<file path="src/additive_harmonic_synth_defines.svh">
// Assertion macros for the additive harmonic synthesizer.
// A file that uses them must have clk_i and rst_ni in scope.
`ifndef ADDITIVE_HARMONIC_SYNTH_DEFINES_SVH
`define ADDITIVE_HARMONIC_SYNTH_DEFINES_SVH

// Same-cycle implication, disabled while reset is asserted.
`define AHS_ASSERT_IMP(lbl, ante, cons) \
  lbl: assert property (@(posedge clk_i) disable iff (!rst_ni) (ante) |-> (cons)) \
    else $error("ahs: assertion failed");

// Next-cycle implication, disabled while reset is asserted.
`define AHS_ASSERT_NXT(lbl, ante, cons) \
  lbl: assert property (@(posedge clk_i) disable iff (!rst_ni) (ante) |=> (cons)) \
    else $error("ahs: assertion failed");

`endif

</file>
<file path="src/ahs_pkg.sv">
// Shared types and constants of the additive harmonic synthesizer.
// Used by every module of the block but ahs_ram; depends on nothing.
`default_nettype none

package ahs_pkg;

  localparam int FRAME_LENGTH     = 2048;
  localparam int FRAME_BITS       = $clog2(FRAME_LENGTH);
  localparam int SINE_TABLE_DEPTH = 1024;
  localparam int SINE_BITS        = $clog2(SINE_TABLE_DEPTH);
  localparam int TBL_ENTRIES      = SINE_TABLE_DEPTH + 1;
  localparam int TBL_AW           = SINE_BITS + 1;

  localparam int SINE_W  = 15;
  localparam int AMP_W   = 16;
  localparam int PHASE_W = 16;
  localparam int INDEX_W = 11;
  localparam int VALUE_W = 22;
  localparam int HN_W    = 7;

  // The per-harmonic step h*i*65536/FRAME_LENGTH lands on these bit positions.
  localparam int ANGLE_SHIFT = PHASE_W - FRAME_BITS;
  // Table index is the top two quadrant bits plus SINE_BITS offset bits.
  localparam int LUT_SHIFT   = PHASE_W - 2 - SINE_BITS;

  localparam logic [31:0] PI_Q30       = 32'd3373259426;
  localparam int          TAYLOR_TERMS = 9;

  localparam int OUT_MAX = 2097151;
  localparam int OUT_MIN = -2097152;

  typedef enum logic {
    OP_LOAD    = 1'b0,
    OP_COMPUTE = 1'b1
  } ahs_op_e;

  typedef enum logic [1:0] {
    ST_INIT,
    ST_IDLE,
    ST_RUN,
    ST_HOLD
  } ahs_state_e;

  typedef enum logic [2:0] {
    IS_X,
    IS_SQ,
    IS_MUL,
    IS_DIV,
    IS_ACC,
    IS_WR,
    IS_DONE
  } ahs_init_state_e;

  typedef struct packed {
    logic [AMP_W-1:0]   amp;
    logic [PHASE_W-1:0] phase;
  } ahs_entry_t;

  typedef struct packed {
    logic              we;
    logic [TBL_AW-1:0] addr;
    logic [SINE_W-1:0] data;
  } ahs_tbl_wr_t;

  typedef struct packed {
    logic busy;
    logic done;
  } ahs_seq_status_t;

endpackage

`default_nettype wire

</file>
<file path="src/ahs_sine_init.sv">
// Sine table builder: fills the quarter-wave table after reset with a Q30
// Taylor series, one shared 32x32 multiplier and a bit-serial divider.
// Depends on ahs_pkg.
`default_nettype none

module ahs_sine_init (
  input  logic                clk_i,
  input  logic                rst_ni,
  output ahs_pkg::ahs_tbl_wr_t tbl_wr_o,
  output logic                done_o
);

  import ahs_pkg::*;

  localparam int PKW  = 32 + TBL_AW + 1;
  localparam int DIVW = 33;
  localparam int CW   = 9;
  localparam int BCW  = $clog2(DIVW);

  function automatic logic [CW-1:0] taylor_div(input logic [3:0] n);
    logic [4:0] two;
    two = {n, 1'b0};
    return CW'(10'(two) * 10'(two + 5'd1));
  endfunction

  ahs_init_state_e state_q, state_d;

  logic [TBL_AW-1:0] k_q;
  logic [PKW-1:0]    pk_q;
  logic [31:0]       x_q;
  logic [31:0]       x2_q;
  logic [31:0]       term_q;
  logic signed [33:0] acc_q;
  logic [3:0]        n_q;
  logic [DIVW-1:0]   dq_q;
  logic [CW-1:0]     rem_q;
  logic [BCW-1:0]    bit_q;

  logic [31:0]  mul_a;
  logic [31:0]  mul_b;
  logic [63:0]  mul_p;
  logic [CW-1:0] divisor;
  logic [CW:0]  trial;
  logic         fits;
  logic         last_step;
  logic         last_term;
  logic         last_entry;
  logic [33:0]  acc_u;
  logic [33:0]  acc_rnd;
  logic [18:0]  rounded;

  assign divisor    = taylor_div(n_q);
  assign trial      = {rem_q, dq_q[DIVW-1]};
  assign fits       = trial >= {1'b0, divisor};
  assign last_step  = bit_q == BCW'(DIVW - 1);
  assign last_term  = n_q == 4'(TAYLOR_TERMS);
  assign last_entry = k_q == TBL_AW'(SINE_TABLE_DEPTH);
  assign mul_p      = mul_a * mul_b;

  // Clamp negative sums to zero, then round Q30 down to Q15.
  assign acc_u   = acc_q[33] ? '0 : acc_q;
  assign acc_rnd = acc_u + 34'd16384;
  assign rounded = acc_rnd[33:15];

  always_comb begin
    state_d = state_q;
    case (state_q)
      IS_X:   state_d = IS_SQ;
      IS_SQ:  state_d = IS_MUL;
      IS_MUL: state_d = IS_DIV;
      IS_DIV: begin
        if (last_step) begin
          state_d = IS_ACC;
        end
      end
      IS_ACC: state_d = last_term ? IS_WR : IS_MUL;
      IS_WR:  state_d = last_entry ? IS_DONE : IS_X;
      IS_DONE: state_d = IS_DONE;
      default: state_d = IS_X;
    endcase
  end

  always_comb begin
    tbl_wr_o.we   = 1'b0;
    tbl_wr_o.addr = k_q;
    tbl_wr_o.data = (rounded > 19'd32767) ? {SINE_W{1'b1}} : rounded[SINE_W-1:0];
    done_o        = 1'b0;
    mul_a         = term_q;
    mul_b         = x2_q;
    case (state_q)
      IS_SQ: begin
        mul_a = x_q;
        mul_b = x_q;
      end
      IS_WR:   tbl_wr_o.we = 1'b1;
      IS_DONE: done_o = 1'b1;
      default: ;
    endcase
  end

  always_ff @(posedge clk_i or negedge rst_ni) begin
    if (!rst_ni) begin
      state_q <= IS_X;
      k_q     <= '0;
      pk_q    <= '0;
      n_q     <= '0;
      bit_q   <= '0;
    end else begin
      state_q <= state_d;
      case (state_q)
        IS_X: begin
          x_q <= 32'((pk_q + PKW'(SINE_TABLE_DEPTH)) >> (SINE_BITS + 1));
        end
        IS_SQ: begin
          x2_q   <= mul_p[61:30];
          term_q <= x_q;
          acc_q  <= $signed({2'b00, x_q});
          n_q    <= 4'd1;
        end
        IS_MUL: begin
          dq_q  <= mul_p[62:30];
          rem_q <= '0;
          bit_q <= '0;
        end
        IS_DIV: begin
          dq_q  <= {dq_q[DIVW-2:0], fits};
          rem_q <= fits ? CW'(trial - {1'b0, divisor}) : trial[CW-1:0];
          bit_q <= bit_q + 1'b1;
        end
        IS_ACC: begin
          term_q <= dq_q[31:0];
          // Odd terms of the series subtract, even terms add.
          if (n_q[0]) begin
            acc_q <= acc_q - $signed({2'b00, dq_q[31:0]});
          end else begin
            acc_q <= acc_q + $signed({2'b00, dq_q[31:0]});
          end
          n_q <= n_q + 4'd1;
        end
        IS_WR: begin
          k_q  <= k_q + 1'b1;
          pk_q <= pk_q + PKW'(PI_Q30);
        end
        default: ;
      endcase
    end
  end

endmodule

`default_nettype wire

</file>
<file path="config.mk">
export PLATFORM = sky130hd
export DESIGN_NAME = ahs_sine_init
export DESIGN_NICKNAME = d
export VERILOG_FILES = /design/src/additive_harmonic_synth_defines.svh /design/src/ahs_pkg.sv /design/src/ahs_sine_init.sv
export SDC_FILE = /design/constraint.sdc
export NUM_CORES = 2
export LEC_CHECK = 0
export BUFFER_PORTS_ARGS = -buffer_cell sky130_fd_sc_hd__buf_2
export CAP_MARGIN = 20
export CORE_AREA = 2 2 339 207
export DETAILED_ROUTE_END_ITERATION = 6
export DIE_AREA = 0 0 341 209
export GPL_TIMING_DRIVEN = 0
export PLACE_DENSITY = 0.82
export SETUP_SLACK_MARGIN = 0.4
export SLEW_MARGIN = 25
export SYNTH_ARGS = -nofsm -noshare
export SYNTH_HDL_FRONTEND = slang
export SYNTH_SLANG_ARGS = --single-unit
</file>
<file path="constraint.sdc">
create_clock -name clk_i -period 10.45 [get_ports clk_i]
set_input_delay 1.045 -clock clk_i [delete_from_list [all_inputs] [get_ports clk_i]]
set_output_delay 1.045 -clock clk_i [all_outputs]
set_load 0.02 [all_outputs]
</file>
==> run metrics <==
status finished, violations left; failing checks design-rule violations, max-capacitance violations, max-slew violations, negative setup slack; worst skew pair latency 0.56 ns; DR pass1 iterations 7; Yosys warnings 0; Synth Area in XOR/XNOR 3.75%; post-synthesis compound-gate area fraction 6.77%; routability cong. 1.13; CTS Sinks 238; startpoint types flop; synthesized area 0.0453 mm2; Overflow after GRT 0; final cycle utilization of the critical path 100%; clock-pin slew on the worst setup and hold paths 0.09 ns; pwr/cell area 40.7 mW/mm2; H-tree depth 1; net count after synthesis 6279; Arr. time, crit path 10.60 ns; Post-synth ARST share 27.7%; vias in the first global route 40.0k; share of layout cells above drive strength 1 11.1%; CP max-delay cell xor2_1; critical path capture point type flop; die extent in x 341 um; Buffers on Ports 29; row count 75; Die Area 0.0713 mm2; CTS Buf Count 20; Adder-Cell Fraction of Synth Area 48.4%; M1 WL 70.3 mm; crit path time final 10.48 ns; antenna violations before repair 17; fmax 95.5 MHz; Main synth FF type edfxtp_1; clock skew 0.0334 ns; reg-to-reg setup timing slack -0.03 ns; worst slew pin tran 1.71 ns; uppermost routed layer met5; crit-path max FO 10; I/O pins 30; DRC errors left 198; DIE HEIGHT 209 um; routed vias/inst 6.64; worst reg2reg startpoint state_q[2]; Worst EP required 10.57 ns; # nets final 6453; largest family of logic cells by synthesized area adder cells; fin. max-slew vios 3; syn avg cell area 8.94 um2; starting density of the core 66.0%; Post-synth EDFFs 172; worst r2r path cells 30; Hold Path Class input port to asynchronous set/reset pin; Root Driver clkbuf_16; Initial DRC Count 7302; DR WL/cell 31.7 um; WL met3 46.7 mm; Lkg Pwr 25.0 nW; Max-cap violations 1; Slew headroom -14.2%; dpl ws -2.81 ns; Top cell by count, worst path fa_1; first-pass GRT wire length 279 mm; Worst R2R End x2_q[5]; FF+latch count, synth 238; HPWL after DPL 159 mm; Pwr Total 2.07 mW; met2 WL post-DR 67.9 mm; Synth Area in Simple Gates 16.0%; via count 41.2k; CP max stage delay 1.28 ns; post-synthesis cell type count 72; placed insts 6045; CTS tree built; final WL 197 mm; post-synthesis mux area share 0.577%; post-route ant nets 0; non-filler cells in the finished layout 6208; gr usage total 55.8%; largest net degree at the start of global routing 41; final number of hold-violating endpoints 0; RSZ-0062 raised after global routing false; total negative slack -0.0257 ns; Post-Synthesis Cells 5066; P&R area growth vs syn 12.2%; hold_ws 0.432 ns; clk buf depth 3; Seq/Total Area, Yosys 15.1%; Post-CTS Hold Buffers 0; kind of critical path flop to flop; # setup viols final 1; core area 0.0686 mm2; Peak supply drop 0.120 mV; Final Worst Setup Slack -0.0257 ns
[metrics by stage]
| stage | utilization, % | instance area (um2) |
|---|---|---|
| floorplan | - | 45300 |
| global placement | 67.9 | 46600 |
| detailed placement | 68.7 | 47100 |
| CTS | 72.2 | 49500 |
| global route | 74.0 | 50800 |
| finish | 74.1 | 50800 |
[flip-flops by register name (all words and copies together), names as in the netlist]
signal / flops
pk_q: 42
acc_q: 34
dq_q: 33
term_q: 32
x2_q: 32
x_q: 32
k_q: 11
rem_q: 9
bit_q: 6
n_q: 4
state_q: 3
[per-layer routing]
metal	up-vias	track usage (%)
li1	15900	-
met1	20000	73.5
met2	4371	64.6
met3	871	45.0
met4	48	18.9
met5	-	22.4
[report_power, final]
| part | internal (mW) | leakage [nW] | switching, mW |
|---|---|---|---|
| logic | 0.100 | 22.2 | 0.130 |
| clock network | 0.381 | 0.296 | 0.395 |
| registers | 1.04 | 2.43 | 0.0242 |
[layout by cell type, fill, tap and decap left out, drive strengths merged, types with 5 or more instances in the layout]
master and n:
inv 922, fa 899, nand2 779, nor2 716, ha 312, buf 230, a21oi 194, clkbuf 176
edfxtp 172, xnor2 132, o21ai 95, a21o 70, dfrtp 66, xor2 62, and2 53, nand3 42
nand4 32, diode 30, nor3 28, nor2b 24, a31oi 22, and3 20, nand2b 18, mux2 17
o21bai 16, nor4 14, o31ai 12, o211ai 11, o21a 11, a211oi 8, and4 7, mux2i 7
nor3b 6, o2111ai 5, a311oi 5, a31o 5, clkinv 5
[how the worst max path moves through the flow]
stage	from	to	slack, ns	cells after the start
floorplan	state_q[0]	dq_q[30]	1.46	33
global placement	state_q[2]	dq_q[11]	-3.58	30
detailed placement	state_q[2]	dq_q[21]	-2.81	30
CTS	state_q[1]	dq_q[31]	0.40	29
global route	state_q[2]	dq_q[5]	0.13	35
finish	state_q[2]	x2_q[5]	-0.03	30
[cell families (layout without fill, tap and decap cells)]
logic type               count (synthesis)  in the layout
XOR/XNOR                               194            194
adder cells (fa/ha/maj)               1211           1211
flip-flops                             238            238
other                                    0             30
multiplexers                            24             24
AND/OR/NAND/NOR                       1757           1758
AO/OA/AOI/OAI                          494            494
buffers and inverters                 1148           1335
[worst max-delay path: cells and delay by family (launching register included)]
kind / cells / cell delay [ns]
adder cells (fa/ha/maj): 9 / 4.13
AND/OR/NAND/NOR: 8 / 2.14
buffers and inverters: 10 / 1.43
XOR/XNOR: 1 / 1.28
AO/OA/AOI/OAI: 2 / 0.59
flip-flops: 1 / 0.41
[synth_stat cells (4+ instances only)]
master / n / area, um2
nor3_1: 28 / 140
mux2_2: 17 / 191
or2_2: 4 / 25.0
o41ai_1: 4 / 35.0
o2111ai_1: 5 / 43.8
o21a_1: 11 / 82.6
xor2_1: 62 / 543
a211oi_1: 8 / 60.1
edfxtp_1: 172 / 5160
o31ai_1: 11 / 82.6
inv_1: 920 / 3450
and2_1: 53 / 332
nand4_1: 32 / 200
nand3_1: 42 / 210
mux2i_1: 7 / 70.1
a311oi_1: 4 / 35.0
o21ai_0: 93 / 465
o31a_1: 4 / 35.0
and3_1: 20 / 125
nor3b_1: 6 / 45.0
a41oi_1: 4 / 35.0
fa_1: 899 / 18000
a21oi_1: 194 / 971
o211ai_1: 11 / 82.6
a211o_1: 4 / 35.0
xnor2_1: 132 / 1160
a21o_1: 70 / 526
a31oi_1: 22 / 138
nor2_1: 716 / 2690
nor2b_1: 24 / 150
dfrtp_1: 66 / 1650
a22o_1: 4 / 35.0
nand2b_1: 18 / 113
clkbuf_1: 220 / 826
nor4_1: 14 / 87.6
and4_1: 7 / 61.3
buf_1: 5 / 18.8
o21bai_1: 16 / 120
ha_1: 312 / 3900
nand2_1: 778 / 2920
[area by class of cell]
cell class | count | area, um2
Antenna cell | 30 | 75.1
Buffer | 227 | 1660
Clock buffer | 28 | 556
Clock inverter | 8 | 63.8
Fill cell | 4803 | 17800
Inverter | 921 | 3460
Multi-Input combinational cell | 3681 | 35600
Sequential cell | 238 | 6820
Tap cell | 924 | 1160
Timing Repair Buffer | 151 | 1450
[repair_timing]
| item | 4_1_cts | 5_1_grt |
|---|---|---|
| gates cloned | 0 | 1 |
| gates resized for setup | 382 | 346 |
| setup endpoints to repair | 65 | 53 |
| pin swaps | 34 | 51 |
| buffers inserted | 49 | 47 |
(Power assumes the default switching activity.)
