==> config.mk <==
export PLATFORM = sky130hd
export DESIGN_NAME = ahs_seq
export DESIGN_NICKNAME = d
export VERILOG_FILES = /design/src/additive_harmonic_synth_defines.svh /design/src/ahs_pkg.sv /design/src/ahs_seq.sv
export SDC_FILE = /design/constraint.sdc
export NUM_CORES = 1
export LEC_CHECK = 0
export BUFFER_PORTS_ARGS = -buffer_cell sky130_fd_sc_hd__buf_2
export CAP_MARGIN = 20
export CORE_ASPECT_RATIO = 1.5
export CORE_MARGIN = 3
export CORE_UTILIZATION = 40
export CTS_BUF_LIST = sky130_fd_sc_hd__clkbuf_8 sky130_fd_sc_hd__clkbuf_16
export CTS_CLUSTER_SIZE = 12
export DETAILED_ROUTE_END_ITERATION = 16
export PLACE_DENSITY = 0.67
export SETUP_SLACK_MARGIN = 0.1
export SLEW_MARGIN = 20
export SYNTH_ARGS = -nofsm -noshare
export SYNTH_HDL_FRONTEND = slang
export SYNTH_SLANG_ARGS = --single-unit
==> constraint.sdc <==
create_clock -name clk_i -period 6.8 [get_ports clk_i]
set_input_delay 1.36 -clock clk_i [delete_from_list [all_inputs] [get_ports clk_i]]
set_output_delay 1.36 -clock clk_i [all_outputs]
set_load 0.02 [all_outputs]
==> src/additive_harmonic_synth_defines.svh <==
// Assertion macros for the additive harmonic synthesizer.
// A file that uses them must have clk_i and rst_ni in scope.
`ifndef ADDITIVE_HARMONIC_SYNTH_DEFINES_SVH
`define ADDITIVE_HARMONIC_SYNTH_DEFINES_SVH

// Same-cycle implication, disabled while reset is asserted.
`define AHS_ASSERT_IMP(lbl, ante, cons) \
  lbl: assert property (@(posedge clk_i) disable iff (!rst_ni) (ante) |-> (cons)) \
    else $error("ahs: assertion failed");

// Next-cycle implication, disabled while reset is asserted.
`define AHS_ASSERT_NXT(lbl, ante, cons) \
  lbl: assert property (@(posedge clk_i) disable iff (!rst_ni) (ante) |=> (cons)) \
    else $error("ahs: assertion failed");

`endif

==> src/ahs_pkg.sv <==
// Shared types and constants of the additive harmonic synthesizer.
// Used by every module of the block but ahs_ram; depends on nothing.
`default_nettype none

package ahs_pkg;

  localparam int FRAME_LENGTH     = 2048;
  localparam int FRAME_BITS       = $clog2(FRAME_LENGTH);
  localparam int SINE_TABLE_DEPTH = 1024;
  localparam int SINE_BITS        = $clog2(SINE_TABLE_DEPTH);
  localparam int TBL_ENTRIES      = SINE_TABLE_DEPTH + 1;
  localparam int TBL_AW           = SINE_BITS + 1;

  localparam int SINE_W  = 15;
  localparam int AMP_W   = 16;
  localparam int PHASE_W = 16;
  localparam int INDEX_W = 11;
  localparam int VALUE_W = 22;
  localparam int HN_W    = 7;

  // The per-harmonic step h*i*65536/FRAME_LENGTH lands on these bit positions.
  localparam int ANGLE_SHIFT = PHASE_W - FRAME_BITS;
  // Table index is the top two quadrant bits plus SINE_BITS offset bits.
  localparam int LUT_SHIFT   = PHASE_W - 2 - SINE_BITS;

  localparam logic [31:0] PI_Q30       = 32'd3373259426;
  localparam int          TAYLOR_TERMS = 9;

  localparam int OUT_MAX = 2097151;
  localparam int OUT_MIN = -2097152;

  typedef enum logic {
    OP_LOAD    = 1'b0,
    OP_COMPUTE = 1'b1
  } ahs_op_e;

  typedef enum logic [1:0] {
    ST_INIT,
    ST_IDLE,
    ST_RUN,
    ST_HOLD
  } ahs_state_e;

  typedef enum logic [2:0] {
    IS_X,
    IS_SQ,
    IS_MUL,
    IS_DIV,
    IS_ACC,
    IS_WR,
    IS_DONE
  } ahs_init_state_e;

  typedef struct packed {
    logic [AMP_W-1:0]   amp;
    logic [PHASE_W-1:0] phase;
  } ahs_entry_t;

  typedef struct packed {
    logic              we;
    logic [TBL_AW-1:0] addr;
    logic [SINE_W-1:0] data;
  } ahs_tbl_wr_t;

  typedef struct packed {
    logic busy;
    logic done;
  } ahs_seq_status_t;

endpackage

`default_nettype wire

==> src/ahs_seq.sv <==
// Harmonic sequencer: walks the harmonic store, looks up each sine and runs
// one shared multiply-accumulate per harmonic. Depends on ahs_pkg.
`default_nettype none

module ahs_seq #(
  parameter int HARMONIC_COUNT = 64,
  localparam int HA = (HARMONIC_COUNT > 1) ? $clog2(HARMONIC_COUNT) : 1
) (
  input  logic                                  clk_i,
  input  logic                                  rst_ni,
  input  logic                                  start_i,
  input  logic [ahs_pkg::INDEX_W-1:0]           sample_index_i,
  output logic [HA-1:0]                         store_addr_o,
  input  ahs_pkg::ahs_entry_t                   store_rdata_i,
  input  logic                                  store_hit_i,
  output logic [ahs_pkg::TBL_AW-1:0]            sine_addr_o,
  input  logic [ahs_pkg::SINE_W-1:0]            sine_rdata_i,
  output ahs_pkg::ahs_seq_status_t              status_o,
  output logic signed [ahs_pkg::VALUE_W-1:0]    sample_value_o,
  output logic [ahs_pkg::INDEX_W-1:0]           sample_position_o
);

  import ahs_pkg::*;

  localparam int AW = (32 + HA > 38) ? 32 + HA : 38;
  localparam int SW = AW - 15;

  logic                  run_q;
  logic [HA-1:0]         cnt_q;
  logic [FRAME_BITS-1:0] stp_q;
  logic [INDEX_W-1:0]    idx_q;

  logic                  s1_v_q;
  logic                  s1_last_q;
  logic [FRAME_BITS-1:0] s1_stp_q;

  logic                  s2_v_q;
  logic                  s2_last_q;
  logic                  s2_neg_q;
  logic signed [AMP_W-1:0] s2_amp_q;

  logic                  s3_v_q;
  logic                  s3_last_q;
  logic signed [31:0]    s3_prod_q;

  logic signed [AW-1:0]  acc_q;
  logic                  done_q;

  logic                  issue_last;
  logic [PHASE_W-1:0]    angle;
  logic [SINE_BITS+1:0]  lut_idx;
  logic [SINE_BITS-1:0]  lut_off;
  logic [1:0]            lut_quad;
  logic signed [SINE_W:0] sine_s;
  logic signed [31:0]    prod;
  logic signed [SW-1:0]  shifted;

  assign issue_last   = cnt_q == HA'(HARMONIC_COUNT - 1);
  assign store_addr_o = cnt_q;

  // Angle of harmonic h is (h*i mod FRAME_LENGTH) scaled to a 16-bit turn,
  // plus its stored phase. An entry never loaded since reset has zero phase.
  assign angle    = PHASE_W'({s1_stp_q, {ANGLE_SHIFT{1'b0}}}) +
                    (store_hit_i ? store_rdata_i.phase : PHASE_W'(0));
  assign lut_idx  = angle[PHASE_W-1:LUT_SHIFT];
  assign lut_off  = lut_idx[SINE_BITS-1:0];
  assign lut_quad = lut_idx[SINE_BITS+1:SINE_BITS];
  assign sine_addr_o = lut_quad[0] ? TBL_AW'(SINE_TABLE_DEPTH) - TBL_AW'(lut_off)
                                   : TBL_AW'(lut_off);

  assign sine_s = s2_neg_q ? -$signed({1'b0, sine_rdata_i}) : $signed({1'b0, sine_rdata_i});
  assign prod   = s2_amp_q * sine_s;

  always_ff @(posedge clk_i or negedge rst_ni) begin
    if (!rst_ni) begin
      run_q     <= 1'b0;
      cnt_q     <= '0;
      s1_v_q    <= 1'b0;
      s1_last_q <= 1'b0;
      s2_v_q    <= 1'b0;
      s2_last_q <= 1'b0;
      s3_v_q    <= 1'b0;
      s3_last_q <= 1'b0;
      done_q    <= 1'b0;
    end else begin
      if (start_i) begin
        run_q <= 1'b1;
        cnt_q <= '0;
      end else if (run_q) begin
        cnt_q <= cnt_q + 1'b1;
        if (issue_last) begin
          run_q <= 1'b0;
        end
      end
      s1_v_q    <= run_q;
      s1_last_q <= run_q && issue_last;
      s2_v_q    <= s1_v_q;
      s2_last_q <= s1_last_q;
      s3_v_q    <= s2_v_q;
      s3_last_q <= s2_last_q;
      done_q    <= s3_v_q && s3_last_q;
    end
  end

  always_ff @(posedge clk_i) begin
    if (start_i) begin
      stp_q <= FRAME_BITS'(sample_index_i);
      idx_q <= sample_index_i;
      acc_q <= '0;
    end else begin
      if (run_q) begin
        stp_q <= stp_q + FRAME_BITS'(idx_q);
      end
      if (s3_v_q) begin
        acc_q <= acc_q + {{(AW-32){s3_prod_q[31]}}, s3_prod_q};
      end
    end
    s1_stp_q  <= stp_q;
    // An entry never loaded since reset counts as zero amplitude.
    s2_amp_q  <= store_hit_i ? $signed(store_rdata_i.amp) : '0;
    s2_neg_q  <= lut_quad[1];
    s3_prod_q <= prod;
  end

  assign shifted = acc_q[AW-1:15];

  always_comb begin
    if (shifted > $signed(SW'(OUT_MAX))) begin
      sample_value_o = VALUE_W'(OUT_MAX);
    end else if (shifted < $signed(SW'(OUT_MIN))) begin
      sample_value_o = VALUE_W'(OUT_MIN);
    end else begin
      sample_value_o = shifted[VALUE_W-1:0];
    end
  end

  assign sample_position_o = idx_q;
  assign status_o.busy     = run_q | s1_v_q | s2_v_q | s3_v_q;
  assign status_o.done     = done_q;

endmodule

`default_nettype wire

==> impl_metrics.csv <==
group,metric,value,unit
outcome,status,"complete, but fails checks",
outcome,violations,"negative setup slack",
synth,syn_area_per_cell,8.88,sq um
timing,skew,0.0185,ns
global_routing,grt_remaining_overflow,0,
synth,synth_nets,2425,
placed_design,place_hpwl,35400,um
global_routing,grt_first_pass_wirelength,72000,um
clocking,cts_tree,"yes",
synth,netlist_instances,1956,
timing,worst_pin_slew,0.781,ns
timing,fin_crit_sh,117,%
final_layout,diodes,0,
worst_setup_path,path_cells,"buf_6 > or4_4 > or4_4 > o31a_1 > xnor2_4 > and2b_1 > fa_1 > fa_1 > fa_1 > fa_1 > fa_1 > inv_1 > fa_1 > inv_2 > ha_4 > a21o_1 > a21o_1 > a21oi_2 > o21ai_1 > or3_4 > a2111oi_4 > o21ai_1 > a21oi_2 > xnor2_1",
routing,drc,0,
synth,synth-edff-count,22,
worst_setup_path,endpoint_kind,"register",
routing,detail-route-antenna-nets,0,
timing,slew_viol_final,0,
worst_setup_path,start_kind,"primary input",
worst_setup_path,path_class,"in2reg",
synth,yosys_warnings,0,
floorplan,die_y,261,um
floorplan,io_pins,114,
floorplan,die-area,0.0460,sq mm
timing,hold_viol,0,
worst_setup_path,critPathMostFrequentCell,"fa_1",
final_layout,drive_above_1_share,18.7,%
routing,viasPerCell,5.01,
final_layout,finalNetCount,2659,
global_routing,grt_max_degree,41,
floorplan,die_w,176,um
clocking,cts-root-buf,"clkbuf_16",
timing,finalSetupViolCount,18,
placed_design,io_buffers,109,
routing,wl_per_cell,15.5,um
worst_setup_path,crit_required,7.15,ns
run,cap_violations,0,
floorplan,core_area,0.0425,sq mm
final_layout,fillers,3982,
routing,drt_first_pass_iters,5,
synth,ys.flop_type,"dfxtp_1",
floorplan,start_util,40.9,%
synth,ys_seq_area_share,17.1,%
timing,slew-limit-headroom,47.9,%
synth,mappedNetlistArea,0.0174,sq mm
routing,initialDrtViolationCount,553,
clocking,cts_sinks,134,
worst_setup_path,crit_arrival,8.31,ns
global_routing,grt_pass1_vias,15300,
clocking,numCtsBuffers,17,
synth,yosysUniqueCellTypes,71,
worst_setup_path,slowest_delay,0.56,ns
worst_setup_path,path_max_fanout,3,
worst_hold_path,hold_class,"reg2reg",
clocking,postCtsHoldBufs,0,
timing,fmax,126,MHz
routing,wirelength,42900,um
global_routing,antenna_found_initial,0,
clocking,htreeDepth,4,
timing,final.setup.worst_slack,-1.15,ns
floorplan,row_count,92,
global_routing,grt_usage,19.3,%
synth,async_reset_ff_share,10.4,%
placed_design,gp_congestion,0.894,
clocking,path_clk_slew,0.07,ns
synth,synth-seq-cells,134,
clocking,clk_path_buf_depth,2,
clocking,clkLatencyLatePin,0.44,ns
timing,rsz0062_at_grt,"true",
placed_design,post-place-ws,-1.78,ns
timing,fin_crit,7.95,ns
worst_setup_path,cp_slowest_cell,"fa_1",
final_layout,syn_to_final_growth,19.8,%
routing,vias,13900,
==> worst max-delay path, delay by kind of cell <==
family | cells | cell delay, ns
simple gates | 4 | 1.62
buf+inv | 3 | 0.20
fa+ha+maj | 7 | 3.22
compound gates | 8 | 1.59
xor+xnor | 2 | 0.32
==> flip-flops by register name, summed over array words and instances (netlist names) <==
register	flops
acc_q	38
s3_prod_q	32
s2_amp_q	16
s1_stp_q	11
sample_position_o	11
stp_q	11
store_addr_o	6
done_q	1
run_q	1
s1_last_q	1
s1_v_q	1
s2_last_q	1
s2_neg_q	1
s2_v_q	1
s3_last_q	1
s3_v_q	1
==> path summary, 6_finish.rpt <==
check / from / end / slack, ns / depth (start not counted)
setup / recovery: sine_rdata_i[5] / s3_prod_q[28] / -1.15 / 24
max in group asynchronous: rst_ni / s2_v_q / 5.77 / 1
setup reg to reg: s2_neg_q / s3_prod_q[28] / -0.12 / 24
hold / removal: s1_last_q / s2_last_q / 0.35 / 0
min in group asynchronous: rst_ni / store_addr_o[5] / 0.80 / 1
hold reg to reg: s1_last_q / s2_last_q / 0.35 / 0
==> cells in the mapped netlist, types with 4 or more instances <==
cell      instances  area, sq um
nor3_1           27          135
o31a_1            7         61.3
mux2i_1          14          140
or3_1            12         75.1
o21a_1            6         45.0
a31oi_1           7         43.8
nand2b_1         12         75.1
nand4_1          12         75.1
or2_2             7         43.8
a21boi_0          7         52.6
ha_1            142         1780
o21ai_0          75          375
nand3_1          13         65.1
a21oi_1          75          375
buf_1             5         18.8
and2_1          126          788
nor4_1            4         25.0
nor2_1          106          398
fa_1            265         5310
o31ai_1           8         60.1
a21o_1           33          248
dfxtp_1          98         1960
nand2_1         223          837
a21oi_2           5         43.8
edfxtp_1         22          661
o21bai_1         13         97.6
clkbuf_1         57          214
xnor2_1          70          613
nor2b_1          19          119
o21ai_1           8         40.0
inv_1           363         1360
dfrtp_1          14          350
and3_1           12         75.1
xor2_1           27          236
==> cells by family after synthesis <==
| logic type | count (synthesis) | share of synthesized area, % |
|---|---|---|
| fa+ha+maj | 407 | 40.8 |
| xor+xnor | 98 | 5.05 |
| simple gates | 586 | 16.3 |
| flops | 134 | 17.1 |
| compound gates | 282 | 10.3 |
| mux | 17 | 1.00 |
| buf+inv | 432 | 9.48 |
==> layout by cell type, fill, tap and decap left out, types with 14 or more instances in the layout <==
master and count:
inv_1 355, fa_1 261, nand2_1 217, buf_4 157, ha_1 133, and2_1 126, buf_2 108, nor2_1 105
dfxtp_1 98, o21ai_0 67, xnor2_1 66, a21oi_1 63, a21o_1 33, xor2_1 27, edfxtp_1 22, nor3_1 21
clkbuf_16 17, nor2b_1 16, buf_6 16, mux2i_1 14, dfrtp_1 14
==> layer usage <==
layer / routed length (um) / GRT usage, % / up-vias
li1: - / - / 6621
met5: 0 / 0 / -
met4: 1450 / 7.44 / 0
met3: 1460 / 2.38 / 105
met1: 16000 / 20.5 / 6848
met2: 24000 / 38.1 / 287
==> through the flow <==
| stage | setup TNS, ns | util (%) | cell area [sq um] | instances | hold WS (ns) |
|---|---|---|---|---|---|
| global route | -15.70 | 49.0 | 20800 | 2767 | 0.361 |
| global placement | -23.54 | 46.3 | 19600 | 2720 | 0.334 |
| detailed placement | -26.06 | 46.3 | 19600 | 2720 | 0.347 |
| CTS | -12.41 | 48.4 | 20500 | 2760 | 0.353 |
| finish | -12.45 | 49.0 | 20800 | 2767 | 0.353 |
| floorplan | -15.48 | - | 17500 | 1956 | 0.331 |
==> area by class of cell <==
class	instances	area, sq um	area share (%)
Tap cell	564	706	3.39
Sequential cell	134	2970	14.3
Clock inverter	15	179	0.860
Inverter	364	1370	6.57
Multi-Input combinational cell	1390	13200	63.5
Timing Repair Buffer	283	1940	9.32
Clock buffer	17	425	2.05
==> what timing repair did <==
item                                   4_1_cts  5_1_grt
resized for setup                           46       48
pin swaps                                   25       13
endpoints found under the hold margin        0        0
buffers inserted                             8        7
setup endpoints to repair                   19       22
Power is left out: the tool's default activity adds up to more than one toggle a clock period on the data nets, which glitch-free logic cannot reach.
