### config.mk
export PLATFORM = sky130hd
export DESIGN_NAME = ahs_ram
export DESIGN_NICKNAME = d
export VERILOG_FILES = /design/src/additive_harmonic_synth_defines.svh /design/src/ahs_ram.sv
export SDC_FILE = /design/constraint.sdc
export NUM_CORES = 1
export LEC_CHECK = 0
export BUFFER_PORTS_ARGS = -buffer_cell sky130_fd_sc_hd__buf_2
export CORE_MARGIN = 4
export CORE_UTILIZATION = 45
export DETAILED_ROUTE_END_ITERATION = 8
export PLACE_DENSITY = 0.58
export SETUP_SLACK_MARGIN = 0.15
export SKIP_LAST_GASP = 1
export SLEW_MARGIN = 30
export SYNTH_ARGS = -nofsm -noshare
export SYNTH_HDL_FRONTEND = slang
export SYNTH_SLANG_ARGS = --single-unit
### constraint.sdc
create_clock -name clk_i -period 3.9 [get_ports clk_i]
set_input_delay 0.78 -clock clk_i [delete_from_list [all_inputs] [get_ports clk_i]]
set_output_delay 0.78 -clock clk_i [all_outputs]
set_load 0.01 [all_outputs]
### src/additive_harmonic_synth_defines.svh
// Assertion macros for the additive harmonic synthesizer.
// A file that uses them must have clk_i and rst_ni in scope.
`ifndef ADDITIVE_HARMONIC_SYNTH_DEFINES_SVH
`define ADDITIVE_HARMONIC_SYNTH_DEFINES_SVH

// Same-cycle implication, disabled while reset is asserted.
`define AHS_ASSERT_IMP(lbl, ante, cons) \
  lbl: assert property (@(posedge clk_i) disable iff (!rst_ni) (ante) |-> (cons)) \
    else $error("ahs: assertion failed");

// Next-cycle implication, disabled while reset is asserted.
`define AHS_ASSERT_NXT(lbl, ante, cons) \
  lbl: assert property (@(posedge clk_i) disable iff (!rst_ni) (ante) |=> (cons)) \
    else $error("ahs: assertion failed");

`endif

### src/ahs_ram.sv
// Generic single-port RAM with registered read data.
// Holds the harmonic store and the quarter-wave sine table; no dependencies.
`default_nettype none

module ahs_ram #(
  parameter int WIDTH = 16,
  parameter int DEPTH = 64,
  localparam int AW = (DEPTH > 1) ? $clog2(DEPTH) : 1
) (
  input  logic             clk_i,
  input  logic             we_i,
  input  logic [AW-1:0]    addr_i,
  input  logic [WIDTH-1:0] wdata_i,
  output logic [WIDTH-1:0] rdata_o
);

  logic [WIDTH-1:0] mem_q [DEPTH];
  logic [WIDTH-1:0] rdata_q;

  always_ff @(posedge clk_i) begin
    if (we_i) begin
      mem_q[addr_i] <= wdata_i;
    end
    rdata_q <= mem_q[addr_i];
  end

  assign rdata_o = rdata_q;

endmodule

`default_nettype wire

==> reports/metrics.cfg, run 1 <==
[status]
status = finished clean

[clock_tree]
numClockSinks = 1040
cts_root_buf = clkbuf_16
cts_buffers = 102
cts_tree = built
cts_resized = 0
clock_path_buffers = 3
hold_buffers = 0
postCtsSetupBuffers = 0
h-tree-depth = 3
cts.clk_slew.worst_paths_ns = 0.06
clk_latency_ns = 0.70

[route]
drcViolationCount = 0
first_pass_iters = 6
vias_per_cell = 6.229
avgRoutedWirePerCell_um = 30.47
drt_iter0_drc = 2895
ant_nets = 0
num_vias = 22861
routed_wl_mm = 111.8

[min_path]
hold_start = wdata_i[13]
hold_end = mem_q[2][13]
hold_depth = 1
hold_path_class = in2reg

[setup_path]
worstSetupPathType = in2reg
cp_cell_sequence = buf_4, buf_4, mux4_2, mux2i_1, o22ai_1, or4b_1
crit_top_cell = buf_4
rr_worst_depth = 5
crit_fanout = 33
path_buf_inv = 2
startpoint_type = primary input
rr_startpoint = mem_q[21][14]
end_kind = register
cp.arrival_ns = 3.65
r2r_setup_slack_ns = 1.55
crit_path_top_delay_cell = mux2i_1
cpLargestDelayFamily = multiplexers
critPathMaxStageDelay_ns = 0.61
r2r-end = rdata_o[14]
critPathRequiredTime_ns = 4.43

[pwr]
intPower_mw = 18.63
p_switching_mw = 5.274
p_clk_frac = 0.424
seq_power_share = 0.521
p_comb_frac = 0.055
p_sw_frac = 0.2206
powerDensity_mw_per_mm2 = 525.9
peakVddDrop_v = 0.0003502
leakage_nw = 14.75

[synthesis]
yosys_most_used_dff = edfxtp_1
yosysWarningCount = 0
syn_area_mm2 = 0.03948
synth_seq_area_share = 0.7870
ys_ff_latch = 1040
syn-instance-count = 2264
synth_cell_type_count = 55
synth_top_area_frac = 0.7789
synth_enable_flop_cells = 1024
yosys.area.top_type = edfxtp_1
synth_fp_nets = 2288
synth_area_per_cell_um2 = 17.44
synthTopCellsByArea = edfxtp_1 78%, mux2i_1 3.9%, a22oi_1 3.7%
async_flop_share = 0

[timing]
rsz0062_at_grt = no
fmax_ghz = 0.3207
drv_slew = 0
period_needed_ns = 3.118
tightest_slew_ns = 0.9835
clock_skew_ns = 0.05486
setup_viol = 0
relSlewSlack = 0.3443
period_share = 0.7996
tns_ns = 0
postLayoutSetupSlackWorst_ns = 0.7816
hold_viol = 0
hold_slack_ns = 0.5714

[floorplanning]
num_rows = 108
die_w_um = 304.2
core_mm2 = 0.08689
die-height_um = 304.2
initial_core_util = 0.4544
ios = 40
die-area_mm2 = 0.09254

[finish]
layout-drive-gt1-share = 0.1667
final_cells = 3670
fill_cells = 6946
final_common_cell = edfxtp_1
layout_common_cells = 1,024 x edfxtp_1, 196 x a22oi_1, 175 x buf_4
area_growth_pct = 15.13
fin_area_mm2 = 0.04545
nNetsFinal = 2452

[place]
hpwl_mm = 68.69
dp_cells = 3479
place_ws_ns = 0.2082
io_buffers = 39
dpl-instance-area_mm2 = 0.04195
place_congestion = 0.9175

[global_route]
grt_use_total = 0.2362
grt_pass1_wl_mm = 160.3
grt_start_max_net_pins = 65
antenna_found_initial = 7
grt_pass1_vias = 22113
grt.overflow.total = 0

[flow_run]
drv_cap = 0

==> layer usage <==
| layer | share of wire | routed length, um | vias to the layer above | track usage |
|---|---|---|---|---|
| met1 | 0.42 | 46940 | 11859 | 0.3492 |
| met4 | 0.021 | 2357 | 4 | 0.05700 |
| met5 | 0.00024 | 27 | - | 0 |
| li1 | - | - | 9686 | - |
| met2 | 0.46 | 51740 | 1162 | 0.3660 |
| met3 | 0.096 | 10770 | 150 | 0.04447 |
==> metrics by stage <==
stage | util | power [mW]
final | 0.5231 | 23.90
after global routing | 0.5231 | 24.58
after CTS | 0.5230 | 24.04
after detailed placement | 0.4828 | 13.98
after global placement | 0.4824 | 13.96
after floorplan | - | 13.26
==> kinds of logic (layout without fill, tap and decap cells) <==
kind of cell           Yosys count  after routing  share of synthesized area
AO/OA/AOI/OAI                  617            617                     0.1153
flip-flops                    1040           1040                     0.7870
buffers and inverters          164            414                    0.02079
other                            0              1                          0
AND/OR/NAND/NOR                265            265                    0.02931
multiplexers                   178            178                    0.04760
==> cell type report <==
type / instances / area, um^2 / share of cell area
Sequential cell: 1040 / 31070 / 0.6836
Multi-Input combinational cell: 1060 / 7659 / 0.1685
Clock buffer: 125 / 2679 / 0.05894
Timing Repair Buffer: 222 / 1775 / 0.03906
Tap cell: 1155 / 1445 / 0.03179
Clock inverter: 65 / 814.5 / 0.01792
Inverter: 2 / 7.507 / 0.0001652
Antenna cell: 1 / 2.502 / 0.00005506
==> cells in the mapped netlist, types with 3 or more instances <==
| master | instances |
|---|---|
| o21ai_0 | 29 |
| a21oi_1 | 74 |
| clkbuf_1 | 62 |
| mux2i_1 | 154 |
| a211oi_1 | 20 |
| a2111oi_0 | 8 |
| nor3b_1 | 3 |
| edfxtp_1 | 1024 |
| o22ai_1 | 58 |
| buf_6 | 9 |
| a311oi_1 | 6 |
| mux2_2 | 17 |
| nand4_1 | 7 |
| a22o_1 | 21 |
| a221oi_1 | 106 |
| o22a_1 | 27 |
| nand2_1 | 40 |
| a22oi_1 | 196 |
| buf_1 | 13 |
| buf_4 | 16 |
| a222oi_1 | 9 |
| mux4_2 | 6 |
| and2_1 | 4 |
| nor2_1 | 159 |
| nand3b_1 | 3 |
| or4_1 | 9 |
| nor2b_1 | 9 |
| nor3_1 | 10 |
| nand3_1 | 10 |
| o221ai_1 | 14 |
| o211a_1 | 7 |
| dfxtp_1 | 16 |
| buf_2 | 62 |
| o21ai_1 | 4 |
| nand2b_1 | 5 |
| a31oi_1 | 23 |
| o211ai_1 | 4 |
==> worst max path at each step <==
stage,end,cells past startpoint,start
floorplan,mem_q[13][0],8,addr_i[0]
global placement,rdata_o[10],8,addr_i[2]
detailed placement,rdata_o[14],6,addr_i[0]
CTS,rdata_o[14],6,addr_i[0]
global route,rdata_o[14],6,addr_i[0]
finish,rdata_o[14],6,addr_i[0]
==> power groups by stage <==
stage          Sequential (mW)  Clock (mW)  Combinational, mW
6_report                  12.4        10.1               1.32
5_1_grt                   12.4        10.7               1.39
4_1_cts                   12.4        10.3               1.31
3_5_place_dp              12.7           0               1.30
3_3_place_gp              12.7           0               1.28
2_1_floorplan             12.6           0              0.614
==> registers in the layout, summed over array words and instances, names as in the netlist <==
register  cells
mem_q      1024
rdata_o      16
Note: power is estimated with default switching activity, not from simulation.
==> run 2, diff against run 1 <==
Settings changed: ABC_AREA from default to 1.
Clock period 3.9 ns to 3 ns, I/O delays scaled along.
==> reports/metrics.cfg, run 2 <==
[status]
status = finished clean

[setup_path]
r2r_setup_slack_ns = 1.40
crit_path_top_delay_cell = dfxtp_1
end_kind = output pin
critPathRequiredTime_ns = 2.40
rr_worst_depth = 10
rr_startpoint = mem_q[7][13]
startpoint = rdata_o[9]
r2r-end = rdata_o[13]
cp.arrival_ns = 1.40
worstSetupPathType = reg2out
cp_cell_sequence = buf_2
path_buf_inv = 1
cpLargestDelayFamily = flip-flops
crit_fanout = 1
critPathMaxStageDelay_ns = 0.52
startpoint_type = register

[synthesis]
synth_fp_nets = 4280
synth_cell_type_count = 22
yosysMostFrequentCell = nand2_1
synth_top_area_frac = 0.7058
synth_seq_area_share = 0.7131
async_flop_share = 0
yosys.area.top_type = edfxtp_1
synthTopCellsByCount = 2,832 x nand2_1, 1,024 x edfxtp_1, 112 x buf_2, 105 x nor2_1, 57 x clkbuf_1
ys_ff_latch = 1040
syn-instance-count = 4256
synthTopCellsByArea = edfxtp_1 71%, nand2_1 24%, buf_2 1.3%
synth_area_per_cell_um2 = 10.24
syn_area_mm2 = 0.04357
synth_enable_flop_cells = 1024
yosys_most_used_dff = edfxtp_1
yosysWarningCount = 0

[floorplanning]
die-height_um = 319.2
core_mm2 = 0.09558
ios = 40
die-area_mm2 = 0.1019
die_w_um = 319.2
initial_core_util = 0.4559
num_rows = 113

[global_route]
grt_start_max_net_pins = 125
grt_use_total = 0.2305
grt_pass1_wl_mm = 177.1
grt.overflow.total = 0
antenna_found_initial = 7
grt_pass1_vias = 26618

[pwr]
powerDensity_mw_per_mm2 = 624.1
peakVddDrop_v = 0.0005088
total_power_mw = 30.63
leakage_nw = 20.56

[route]
num_vias = 28842
drt_iter0_drc = 2818
avgRoutedWirePerCell_um = 20.88
ant_nets = 0
routed_wl_mm = 118.9
vias_per_cell = 5.064
drcViolationCount = 0
first_pass_iters = 5

[clock_tree]
postCtsSetupBuffers = 0
cts_root_buf = clkbuf_16
h-tree-depth = 3
cts_buffers = 108
cts_resized = 0
cts_tree = built
numClockSinks = 1040
clock_path_buffers = 3
cts.clk_slew.worst_paths_ns = 0.06
hold_buffers = 0
clk_latency_ns = 0.68

[timing]
tightest_slew_ns = 0.9930
tns_ns = 0
fmax_ghz = 0.5000
setup_viol = 0
drv_slew = 0
hold_viol = 0
rsz0062_at_grt = no
hold_slack_ns = 0.4121
period_share = 0.6666
period_needed_ns = 2.000
relSlewSlack = 0.3380
clock_skew_ns = 0.02162
postLayoutSetupSlackWorst_ns = 1.000

[place]
place_ws_ns = 0.4260
io_buffers = 39
dp_cells = 5499
dpl-instance-area_mm2 = 0.04580
hpwl_mm = 68.03
place_congestion = 0.9118

[min_path]
hold_start = wdata_i[8]
hold_depth = 1
hold_end = mem_q[43][8]
hold_path_class = in2reg

[finish]
area_growth_pct = 12.64
final_cells = 5695
postLayoutCoreUtil = 0.5135
largest_reg_flops = 1024
layout_common_cells = 2,832 x nand2_1, 1,024 x edfxtp_1, 120 x buf_4
nNetsFinal = 4368
fill_cells = 8544
fin_area_mm2 = 0.04908
largest-register = mem_q
final_common_cell = nand2_1
multiInputGateArea_mm2 = 0.01138
layout-drive-gt1-share = 0.07993
ff_latch_area_mm2 = 0.03107

[flow_run]
drv_cap = 0

==> run 2: cells by family after synthesis <==
logic type | synth area share
compound gates | 0.001666
buf+inv | 0.02642
flops | 0.7131
simple gates | 0.2588
==> run 2: routing by layer <==
metal / vias to the layer above / global-route usage / share of wire
li1: 13920 / - / -
met1: 13853 / 0.3396 / 0.45
met2: 872 / 0.3556 / 0.45
met3: 191 / 0.03963 / 0.068
met4: 6 / 0.06396 / 0.028
met5: - / 0 / 0.00029
==> run 2: how the worst max path moves through the flow <==
stage                              end  depth (start not counted)  slack (ns)
after floorplan           mem_q[41][0]                          6        0.37
after global placement     rdata_o[10]                         13        0.42
after detailed placement   rdata_o[10]                         13        0.43
after CTS                   rdata_o[0]                          1        0.99
after global routing       rdata_o[14]                          1        0.99
final                       rdata_o[9]                          1        1.00
==> run 2: where the power goes <==
group	switching [mW]	internal [mW]
clock network	5.43	7.07
registers	0.0684	16.1
logic	1.49	0.479
==> run 2: area by class of cell <==
type	instances	area share
antenna	1	0.00005099
multi-input combinational	2980	0.2318
timing repair buffer	184	0.03324
tap	1265	0.03225
clock inverter	54	0.007266
sequential	1040	0.6331
clock buffer	141	0.05950
inverter	30	0.002753
==> run 2: worst register-to-register path, delay by kind of cell, from the launching register on <==
kind,cells,cell delay (ns)
flops,1,0.36
simple gates,10,1.11
==> run 3, diff against run 2 <==
Settings changed: ABC_AREA 1 to 0, PLACE_DENSITY 0.58 to 0.6.
Clock period 3 ns to 1.72 ns, I/O delays scaled along.
==> reports/metrics.cfg, run 3 (synthesis gave the netlist of run 1 again) <==
[status]
status = finished, violations left
violations = negative setup slack

[global_route]
grt_start_max_net_pins = 65
grt_pass1_vias = 23019
grt_pass1_wl_mm = 164.1
antenna_found_initial = 5
grt_use_total = 0.2427
grt.overflow.total = 0

[setup_path]
crit_fanout = 1
cp.arrival_ns = 2.73
startpoint_type = register
end_kind = register
critPathRequiredTime_ns = 2.25
worstSetupPathType = reg2reg

[route]
avgRoutedWirePerCell_um = 29.53
routed_wl_mm = 114.2
ant_nets = 0
drcViolationCount = 0
first_pass_iters = 5
vias_per_cell = 6.087
num_vias = 23545
drt_iter0_drc = 2781

[timing]
fmax_ghz = 0.4536
tightest_slew_ns = 0.8790
clock_skew_ns = 0.01994
postLayoutSetupSlackWorst_ns = -0.4844
hold_viol = 0
setup_viol = 9
period_needed_ns = 2.204
drv_slew = 0
period_share = 1.282
relSlewSlack = 0.4140
hold_slack_ns = 0.2016
rsz0062_at_grt = yes

[clock_tree]
clock_path_buffers = 3
cts_tree = built
h-tree-depth = 3
cts_root_buf = clkbuf_16
cts_buffers = 104
hold_buffers = 0
clk_latency_ns = 0.66
numClockSinks = 1040
cts.clk_slew.worst_paths_ns = 0.06

[place]
dpl-instance-area_mm2 = 0.04527
place_congestion = 0.9307
hpwl_mm = 72.10
io_buffers = 39

[floorplanning]
die_w_um = 304.2
die-height_um = 304.2
core_mm2 = 0.08689
die-area_mm2 = 0.09254
initial_core_util = 0.4544
num_rows = 108
ios = 40

[finish]
postLayoutCoreUtil = 0.5745
largest-register = mem_q
layout-drive-gt1-share = 0.3063
fin_area_mm2 = 0.04992
final_common_cell = edfxtp_1
largest_reg_flops = 1024
area_growth_pct = 26.44
layout_common_cells = 1,024 x edfxtp_1, 217 x buf_4, 179 x a22oi_1
nNetsFinal = 2646

[flow_run]
drv_cap = 0

[min_path]
hold_path_class = in2reg

[pwr]
peakVddDrop_v = 0.001010
powerDensity_mw_per_mm2 = 1097
leakage_nw = 16.39

run 3: cell count changes in the layout (fill, tap and decap cells not counted), moves of 22 or more:
cell / before / now
a21oi_1: 0 / 64
nand2_1: 2832 / 36
nor2_4: 0 / 67
o22a_1: 0 / 26
a221oi_1: 0 / 74
nor2_1: 105 / 77
buf_12: 26 / 134
a22oi_1: 0 / 179
a221oi_2: 0 / 29
mux2i_1: 0 / 152
o22ai_1: 0 / 48
buf_6: 0 / 22
buf_4: 120 / 217
run 3: report_power, final:
group | leakage [nW] | switching (mW) | total [mW] | internal (mW)
combinational | 5.37 | 2.44 | 3.87 | 1.42
clock | 1.67 | 9.35 | 22.7 | 13.4
sequential | 9.35 | 0.102 | 28.2 | 28.1
total | 16.4 | 11.9 | 54.7 | 42.8
run 3: path summary, 6_finish.rpt:
check,from,to,slack [ns],cells past startpoint
hold reg to reg,mem_q[5][7],rdata_o[7],0.68,4
setup / recovery,mem_q[17][14],rdata_o[14],-0.48,5
setup reg to reg,mem_q[17][14],rdata_o[14],-0.48,5
hold / removal,wdata_i[10],mem_q[48][10],0.20,2
run 3: cell type report:
cell class	instances	area [um^2]
Fill cell	6445	36970
Inverter	2	7.507
Sequential cell	1040	31080
Tap cell	1155	1445
Multi-Input combinational cell	1060	9081
Clock inverter	58	614.3
Timing Repair Buffer	414	4855
Clock buffer	136	2824
Antenna cell	3	7.507
run 3: what timing repair did:
item	4_1_cts	5_1_grt
endpoints found under the setup margin	634	190
gates resized for setup	145	85
buffers inserted	13	4
gates cloned	1	0
pin swaps	48	46
run 3: per-stage QoR:
step                std cells  power, mW  setup TNS (ns)  setup slack (ns)
floorplan                2264      30.17         -359.06           -0.3922
global placement         3653      32.14         -623.88            -1.247
detailed placement       3653      32.19         -648.29            -1.215
CTS                      3861      54.95          -1.716           -0.4935
global route             3865      56.27          -1.872           -0.5172
finish                   3868      54.74          -1.504           -0.4844
run 3: routing by layer:
metal  global-route usage  vias up  share of wire
met1               0.3564    12165           0.43
met2               0.3875     1092           0.47
met3              0.03459      170          0.076
met4              0.05744        2          0.024
met5                    0        -        0.00011
li1                     -    10116              -
run 3: worst max-delay path, cell delays in order (launching register included):
cell and delay [ns]:
edfxtp_1 0.38, mux2_4 0.29, a221o_1 0.30, a222oi_1 0.44
o22ai_1 0.18, or4b_1 0.50
